--- src/sv/lgrv_pkg.sv ---
// Package for the log group replay validator: transaction payload types,
// status codes and default widths. Depends on nothing else.
package lgrv_pkg;

   localparam int GROUP_ID_BITS_DEF    = 32;
   localparam int PAGE_COUNT_BITS_DEF  = 31;
   localparam int ENTRY_COUNT_BITS_DEF = 40;

   localparam int PAGE_GROUP_W     = 32;
   localparam int PAGE_ENTRIES_W   = 16;
   localparam int DECLARED_W       = 31;
   localparam int REPLAY_PAGES_W   = 32;
   localparam int REPLAY_ENTRIES_W = 40;

   typedef enum logic [1:0] {
      ST_SCAN  = 2'd0,
      ST_GAP   = 2'd1,
      ST_SHORT = 2'd2,
      ST_DONE  = 2'd3
   } lgrv_status_type;

   typedef enum logic {
      OP_PAGE = 1'b0,
      OP_END  = 1'b1
   } lgrv_opcode_type;

   typedef struct packed {
      lgrv_opcode_type            opcode;
      logic                       page_valid;
      logic [PAGE_GROUP_W-1:0]    page_group;
      logic [PAGE_ENTRIES_W-1:0]  page_entries;
      logic [DECLARED_W-1:0]      declared_pages;
      logic                       ends_stream;
   } lgrv_req_type;

   typedef struct packed {
      logic [REPLAY_PAGES_W-1:0]   replay_pages;
      logic [REPLAY_ENTRIES_W-1:0] replay_entries;
      logic                        stream_done;
      lgrv_status_type             status;
   } lgrv_rsp_type;

endpackage

--- src/sv/log_group_replay_validator_core.sv ---
// Top level of the log group replay validator: input register, state update
// and result registers. Depends on lgrv_pkg.
//
//  Channel  | Direction | Handshake              | Payload
//  req_     | in        | req_valid / req_ready  | req_data (lgrv_req_type)
//  rsp_     | out       | rsp_valid / rsp_ready  | rsp_data (lgrv_rsp_type)
//
// One transaction is accepted per cycle unless results stall; one result each.
// The state registers double as the result register, so an update happens only
// when the previous result has been taken or none is pending.
// A stalled result holds the input register; the input side then stalls too.
// Reset is synchronous and clears all control and scan state.
module log_group_replay_validator_core #(
   parameter int GROUP_ID_BITS    = lgrv_pkg::GROUP_ID_BITS_DEF,
   parameter int PAGE_COUNT_BITS  = lgrv_pkg::PAGE_COUNT_BITS_DEF,
   parameter int ENTRY_COUNT_BITS = lgrv_pkg::ENTRY_COUNT_BITS_DEF
) (
   input  logic                  clock,
   input  logic                  reset,
   input  logic                  req_valid,
   output logic                  req_ready,
   input  lgrv_pkg::lgrv_req_type req_data,
   output logic                  rsp_valid,
   input  logic                  rsp_ready,
   output lgrv_pkg::lgrv_rsp_type rsp_data
);
   import lgrv_pkg::*;

   logic                        in_valid_ff;
   lgrv_req_type                in_data_ff;
   logic                        rsp_valid_ff, rsp_valid_in;
   logic                        advance;

   logic                        run_open_ff, run_open_in;
   logic [GROUP_ID_BITS-1:0]    run_group_ff, run_group_in;
   logic [GROUP_ID_BITS-1:0]    next_group_ff, next_group_in;
   logic [PAGE_COUNT_BITS-1:0]  run_pages_ff, run_pages_in;
   logic [ENTRY_COUNT_BITS-1:0] run_entries_ff, run_entries_in;
   logic [PAGE_COUNT_BITS-1:0]  run_declared_ff, run_declared_in;
   logic                        run_ends_ff, run_ends_in;
   logic [REPLAY_PAGES_W-1:0]   total_pages_ff, total_pages_in;
   logic [ENTRY_COUNT_BITS-1:0] total_entries_ff, total_entries_in;
   logic                        complete_ff, complete_in;
   lgrv_status_type             status_ff, status_in;

   logic [63:0]                 grp_wide;
   logic [GROUP_ID_BITS-1:0]    grp;
   logic [PAGE_COUNT_BITS-1:0]  decl;
   logic                        intact;
   logic [REPLAY_PAGES_W:0]     tp_sum;
   logic [REPLAY_PAGES_W-1:0]   tp_sat;
   logic [ENTRY_COUNT_BITS:0]   te_sum;
   logic [ENTRY_COUNT_BITS-1:0] te_sat;
   logic [63:0]                 te_wide;

   assign advance   = in_valid_ff && (!rsp_valid_ff || rsp_ready);
   assign req_ready = !in_valid_ff || advance;

   assign grp_wide = 64'(in_data_ff.page_group);
   assign grp      = grp_wide[GROUP_ID_BITS-1:0];
   assign decl     = in_data_ff.declared_pages[PAGE_COUNT_BITS-1:0];
   assign intact   = (run_declared_ff != '0) && (run_pages_ff == run_declared_ff);

   assign tp_sum = {1'b0, total_pages_ff} + (REPLAY_PAGES_W+1)'(run_pages_ff);
   assign tp_sat = tp_sum[REPLAY_PAGES_W] ? '1 : tp_sum[REPLAY_PAGES_W-1:0];
   assign te_sum = {1'b0, total_entries_ff} + {1'b0, run_entries_ff};
   assign te_sat = te_sum[ENTRY_COUNT_BITS] ? '1 : te_sum[ENTRY_COUNT_BITS-1:0];

   always_comb begin
      logic                        proceed;
      logic [PAGE_COUNT_BITS-1:0]  pages_base;
      logic [ENTRY_COUNT_BITS-1:0] entries_base;
      logic [PAGE_COUNT_BITS:0]    pages_sum;
      logic [ENTRY_COUNT_BITS:0]   entries_sum;

      run_open_in      = run_open_ff;
      run_group_in     = run_group_ff;
      next_group_in    = next_group_ff;
      run_pages_in     = run_pages_ff;
      run_entries_in   = run_entries_ff;
      run_declared_in  = run_declared_ff;
      run_ends_in      = run_ends_ff;
      total_pages_in   = total_pages_ff;
      total_entries_in = total_entries_ff;
      complete_in      = complete_ff;
      status_in        = status_ff;
      proceed          = 1'b0;
      pages_base       = run_pages_ff;
      entries_base     = run_entries_ff;
      pages_sum        = '0;
      entries_sum      = '0;

      if (status_ff == ST_SCAN) begin
         if (in_data_ff.opcode == OP_END) begin
            if (run_open_ff && intact) begin
               total_pages_in   = tp_sat;
               total_entries_in = te_sat;
               complete_in      = run_ends_ff;
            end
            run_open_in = 1'b0;
            status_in   = ST_DONE;
         end else if (in_data_ff.page_valid) begin
            proceed = 1'b1;
            if (run_open_ff && (grp != run_group_ff)) begin
               if (intact) begin
                  total_pages_in   = tp_sat;
                  total_entries_in = te_sat;
                  complete_in      = run_ends_ff;
                  next_group_in    = run_group_ff + GROUP_ID_BITS'(1);
               end else begin
                  status_in = ST_SHORT;
                  proceed   = 1'b0;
               end
               run_open_in = 1'b0;
            end
            if (proceed && !run_open_in) begin
               if (grp != next_group_in) begin
                  status_in = ST_GAP;
                  proceed   = 1'b0;
               end else begin
                  run_open_in     = 1'b1;
                  run_group_in    = grp;
                  pages_base      = '0;
                  entries_base    = '0;
                  run_declared_in = '0;
                  run_ends_in     = 1'b0;
               end
            end
            if (proceed) begin
               pages_sum      = {1'b0, pages_base} + (PAGE_COUNT_BITS+1)'(1);
               entries_sum    = {1'b0, entries_base}
                                + (ENTRY_COUNT_BITS+1)'(in_data_ff.page_entries);
               run_pages_in   = pages_sum[PAGE_COUNT_BITS] ? '1
                                : pages_sum[PAGE_COUNT_BITS-1:0];
               run_entries_in = entries_sum[ENTRY_COUNT_BITS] ? '1
                                : entries_sum[ENTRY_COUNT_BITS-1:0];
               if ((in_data_ff.declared_pages != '0) || in_data_ff.ends_stream) begin
                  run_declared_in = decl;
                  run_ends_in     = in_data_ff.ends_stream;
               end
            end
         end
      end
   end

   always_comb begin
      rsp_valid_in = rsp_valid_ff;
      if (advance) begin
         rsp_valid_in = 1'b1;
      end else if (rsp_ready) begin
         rsp_valid_in = 1'b0;
      end
   end

   always_ff @(posedge clock) begin
      if (req_valid && req_ready) begin
         in_data_ff <= req_data;
      end
   end

   always_ff @(posedge clock) begin
      if (reset) begin
         in_valid_ff      <= 1'b0;
         rsp_valid_ff     <= 1'b0;
         run_open_ff      <= 1'b0;
         run_group_ff     <= '0;
         next_group_ff    <= '0;
         run_pages_ff     <= '0;
         run_entries_ff   <= '0;
         run_declared_ff  <= '0;
         run_ends_ff      <= 1'b0;
         total_pages_ff   <= '0;
         total_entries_ff <= '0;
         complete_ff      <= 1'b0;
         status_ff        <= ST_SCAN;
      end else begin
         if (req_ready) begin
            in_valid_ff <= req_valid;
         end
         rsp_valid_ff <= rsp_valid_in;
         if (advance) begin
            run_open_ff      <= run_open_in;
            run_group_ff     <= run_group_in;
            next_group_ff    <= next_group_in;
            run_pages_ff     <= run_pages_in;
            run_entries_ff   <= run_entries_in;
            run_declared_ff  <= run_declared_in;
            run_ends_ff      <= run_ends_in;
            total_pages_ff   <= total_pages_in;
            total_entries_ff <= total_entries_in;
            complete_ff      <= complete_in;
            status_ff        <= status_in;
         end
      end
   end

   assign te_wide   = 64'(total_entries_ff);
   assign rsp_valid = rsp_valid_ff;

   always_comb begin
      rsp_data.replay_pages   = total_pages_ff;
      rsp_data.replay_entries = (|te_wide[63:REPLAY_ENTRIES_W]) ? '1
                                : te_wide[REPLAY_ENTRIES_W-1:0];
      rsp_data.stream_done    = complete_ff;
      rsp_data.status         = status_ff;
   end

endmodule

--- config.mk ---
export PLATFORM = sky130hd
export DESIGN_NAME = log_group_replay_validator_core
export DESIGN_NICKNAME = d
export VERILOG_FILES = /design/src/sv/lgrv_pkg.sv /design/src/sv/log_group_replay_validator_core.sv
export SDC_FILE = /design/constraint.sdc
export NUM_CORES = 1
export LEC_CHECK = 0
export BUFFER_PORTS_ARGS = -buffer_cell sky130_fd_sc_hd__buf_2
export CORE_MARGIN = 2
export CORE_UTILIZATION = 50
export CTS_CLUSTER_SIZE = 30
export DETAILED_ROUTE_END_ITERATION = 10
export GPL_ROUTABILITY_DRIVEN = 1
export PLACE_DENSITY = 0.69
export SKIP_CTS_REPAIR_TIMING = 1
export SLEW_MARGIN = 30
export SYNTH_ARGS = -nofsm -noshare
export SYNTH_HDL_FRONTEND = slang
export SYNTH_SLANG_ARGS = --single-unit
--- constraint.sdc ---
create_clock -name clock -period 12.7 [get_ports clock]
set_input_delay 2.54 -clock clock [delete_from_list [all_inputs] [get_ports clock]]
set_output_delay 2.54 -clock clock [all_outputs]
set_load 0.02 [all_outputs]
==> insert_results.sql <==
INSERT INTO impl_metrics (metric_group, metric, value, unit) VALUES
('setup_path', 'worst-endpoint-arrival', '8.18', 'ns'),
('finish', 'num_antenna_cells', '0', ''),
('die', 'ios', '163', ''),
('finish', 'layout.cells.most_common', 'dfxtp_1', ''),
('routing', 'post_drt_wl_per_cell', '19.0', 'microns'),
('grt', 'grt_pass1_vias', '15300', ''),
('placement', 'dpl.cell_count', '2665', ''),
('clock_tree', 'clock_path_buffers', '3', ''),
('clock_tree', 'clock_buffer_count_from_cts', '38', ''),
('routing', 'route.antenna.remaining_nets', '0', ''),
('timing', 'max_clock_freq', '129', 'MHz'),
('logic_synthesis', 'synth-warning-count', '0', ''),
('placement', 'io_buffers', '162', ''),
('clock_tree', 'h-tree-depth', '2', ''),
('logic_synthesis', 'number_of_enable_type_register_cells_in_the_synthesized_netlist', '82', ''),
('grt', 'grt.total_usage', '26.0', '%'),
('logic_synthesis', 'postSynthCellCount', '2096', ''),
('timing', 'final_max_slew_viol_count', '0', ''),
('finish', 'layout_common_cells', 'dfxtp_1 (245), a21oi_1 (211), nor2_1 (162)', ''),
('die', 'dieWidth', '198', 'microns'),
('timing', 'timing.final.crit_share', '60.8', '%'),
('logic_synthesis', 'synthesis.area', '0.0189', 'sq mm'),
('timing', 'report.final.setup_viol', '0', ''),
('routing', 'dr_total_vias', '16400', ''),
('timing', 'fin_tns_setup', '0', 'ns'),
('die', 'row_count', '71', ''),
('finish', 'final_std_cells_w_o_fill', '2734', ''),
('logic_synthesis', 'asyncSetResetFlopFracSynth', '0', '%'),
('setup_path', 'critical_path.max_fanout', '57', ''),
('clock_tree', 'cts-root-buf', 'clkbuf_16', ''),
('die', 'die-area', '0.0394', 'sq mm'),
('logic_synthesis', 'netlist-cell-type-count', '85', ''),
('clock_tree', 'tritoncts_clock_tree', 'built', ''),
('flow_run', 'max_cap_violations', '0', ''),
('grt', 'antenna_found_initial', '0', ''),
('setup_path', 'r2r_slack', '4.98', 'ns'),
('grt', 'global_route.overflow_total', '0', ''),
('clock_tree', 'clk_transition_reported_paths', '0.06', 'ns'),
('finish', 'final_core_util', '56.5', '%'),
('status', 'status', 'finished clean', ''),
('logic_synthesis', 'yosys_most_used_dff', 'dfxtp_1', ''),
('min_path', 'whs_endpoint', 'next_group_ff[21]$_SDFFE_PP0P_', ''),
('min_path', 'hp-start', 'next_group_ff[21]$_SDFFE_PP0P_', ''),
('setup_path', 'cp-end-kind', 'register', ''),
('placement', 'dp_hpwl', '37100', 'microns'),
('min_path', 'worstHoldPathCells', '2', ''),
('routing', 'drc', '0', ''),
('timing', 'grt_setup_unrepaired', 'false', ''),
('setup_path', 'reg2reg_depth', '22', ''),
('finish', 'flow.area_growth_from_synthesis', '11.9', '%'),
('grt', 'grt_max_degree', '92', ''),
('timing', 'final.setup_skew', '0.0215', 'ns'),
('placement', 'finalWeightedCongestion', '0.978', ''),
('power', 'totalPowerFinal', '2.25', 'mW'),
('power', 'power_density', '106', 'mW/mm^2'),
('logic_synthesis', 'syn-num-nets', '2274', ''),
('routing', 'drt-total-wl', '51900', 'microns'),
('grt', 'grt_pass1_wl', '81800', 'microns'),
('routing', 'detailedRoute.firstPassIterationCount', '6', ''),
('finish', 'layout-drive-gt1-share', '14.1', '%'),
('setup_path', 'worst_r2r_end', 'run_entries_ff[24]$_SDFFE_PP0P_', ''),
('logic_synthesis', 'yosysSeqAreaShare', '39.0', '%'),
('setup_path', 'setup_cp_type', 'register to register', ''),
('power', 'power_leakage', '8.55', 'nW'),
('die', 'die-height', '198', 'microns'),
('die', 'placeableCoreArea', '0.0374', 'sq mm'),
('logic_synthesis', 'post_synth.cell_area_avg', '9.01', 'sq um'),
('setup_path', 'r2r-start', 'run_group_ff[0]$_SDFFE_PP0P_', ''),
('logic_synthesis', 'synthesis_stage_register_bit_count', '327', ''),
('die', 'initial_core_util', '50.5', '%'),
('timing', 'min_period', '7.72', 'ns'),
('finish', 'finalNetCount', '2372', ''),
('clock_tree', 'clock-sinks', '327', ''),
('setup_path', 'setup.worst_path.start_class', 'register', ''),
('clock_tree', 'clock_latency', '0.57', 'ns'),
('routing', 'dr.first_iter.drc_count', '1167', ''),
('timing', 'slew_worst_pin', '0.956', 'ns'),
('timing', 'timing.max_slew.rel_slack', '35.7', '%'),
('min_path', 'hp-class', 'register to register', ''),
('setup_path', 'crit_required', '13.16', 'ns'),
('routing', 'viasPerCell', '6.01', ''),
('timing', 'final-hold-violation-count', '0', ''),
('power', 'vdd.ir_drop.worst', '0.120', 'mV');
where the power goes:
part | switching (mW) | internal (mW) | total, mW
Sequential | 0.0173 | 1.09 | 1.10
Clock | 0.447 | 0.628 | 1.08
Combinational | 0.0432 | 0.0279 | 0.0711
registers in the layout, summed over array words and instances, names as in the netlist, 2 cells and up:
name and cells:
run_entries_ff 40, total_entries_ff 40, grp 32, next_group_ff 32, run_group_ff 32, total_pages_ff 32, decl 31, run_declared_ff 31
run_pages_ff 31, in_data_ff 19, status_ff 2
worst max-delay path: stages (launching register included):
cell	delay (ns)
dfxtp_1	0.48
ha_1	0.37
nand4_1	0.34
nor4_2	0.69
nand3_1	0.28
mux2i_1	0.27
and4_1	0.21
mux2_2	0.14
o2111ai_1	0.16
nor4_4	0.34
and3_2	0.36
buf_4	0.56
nor2b_1	0.12
ha_1	0.32
inv_1	0.06
a21oi_1	0.15
o21ai_0	0.14
a21oi_1	0.35
a211oi_1	0.19
o31a_1	0.45
or3_2	0.77
and2_1	0.53
a211oi_1	0.31
Yosys cell counts, types with 25 or more instances:
master    count  share of area (%)
dfxtp_1     245                 26
a21oi_1     211                5.6
nor2_1      164                3.3
o21ai_0     128                3.4
nand2_1     114                2.3
xor2_1      112                5.2
ha_1         89                5.9
a211oi_1     82                3.3
edfxtp_1     82                 13
xnor2_1      82                3.8
clkbuf_1     76                1.5
inv_1        61                1.2
nand3_1      58                1.5
a21o_1       42                1.7
nor4_1       42                1.4
mux2i_1      36                1.9
nor2b_1      31                1.0
or3b_2       30                1.4
and3_1       28               0.93
nand4_1      28               0.93
nor3_1       26               0.69
buf_2        25               0.66
o22ai_1      25               0.83
logic make-up (layout without fill, tap and decap cells):
family | Yosys count | in the layout | share of synthesized area (%)
AND/OR/NAND/NOR | 615 | 615 | 17.1
buffers and inverters | 180 | 307 | 4.37
flip-flops | 327 | 327 | 39.0
AO/OA/AOI/OAI | 646 | 646 | 21.8
multiplexers | 38 | 38 | 2.03
adder cells (fa/ha/maj) | 92 | 92 | 6.21
XOR/XNOR | 198 | 198 | 9.47
cell type report:
type | instances | area, sq um
Fill cell | 3310 | 16300
Multi-Input combinational cell | 1589 | 10700
Sequential cell | 327 | 7370
Clock buffer | 50 | 1020
Timing Repair Buffer | 176 | 947
Tap cell | 511 | 639
Inverter | 62 | 233
Clock inverter | 19 | 193
metal layers:
metal / part of all wire (%) / global-route usage, %
met2: 46 / 42.4
met1: 45 / 35.7
met5: 0 / 0
met4: 3.1 / 9.36
met3: 5.6 / 3.00
through the flow:
stage / hold WS (ns) / worst slack, ns / instance area [sq um]
floorplan: 0.437 / 6.20 / 18900
global placement: 0.454 / 4.95 / 19900
detailed placement: 0.464 / 4.94 / 19900
CTS: 0.474 / 4.93 / 21100
global route: 0.492 / 4.40 / 21100
finish: 0.471 / 4.98 / 21100
worst max path at each step:
stage                                       to  cells after the start  slack (ns)                          from
3_3_place_gp   run_entries_ff[24]$_SDFFE_PP0P_                     21        4.95              grp[7]$_DFFE_PP_
5_1_grt        run_entries_ff[24]$_SDFFE_PP0P_                     22        4.40  run_group_ff[0]$_SDFFE_PP0P_
4_1_cts        run_entries_ff[24]$_SDFFE_PP0P_                     22        4.93  run_group_ff[0]$_SDFFE_PP0P_
3_5_place_dp   run_entries_ff[24]$_SDFFE_PP0P_                     21        4.94              grp[7]$_DFFE_PP_
6_report       run_entries_ff[24]$_SDFFE_PP0P_                     22        4.98  run_group_ff[0]$_SDFFE_PP0P_
2_1_floorplan  run_entries_ff[22]$_SDFFE_PP0P_                     31        6.20  run_group_ff[0]$_SDFFE_PP0P_
Power figures use the tool's default switching activity.
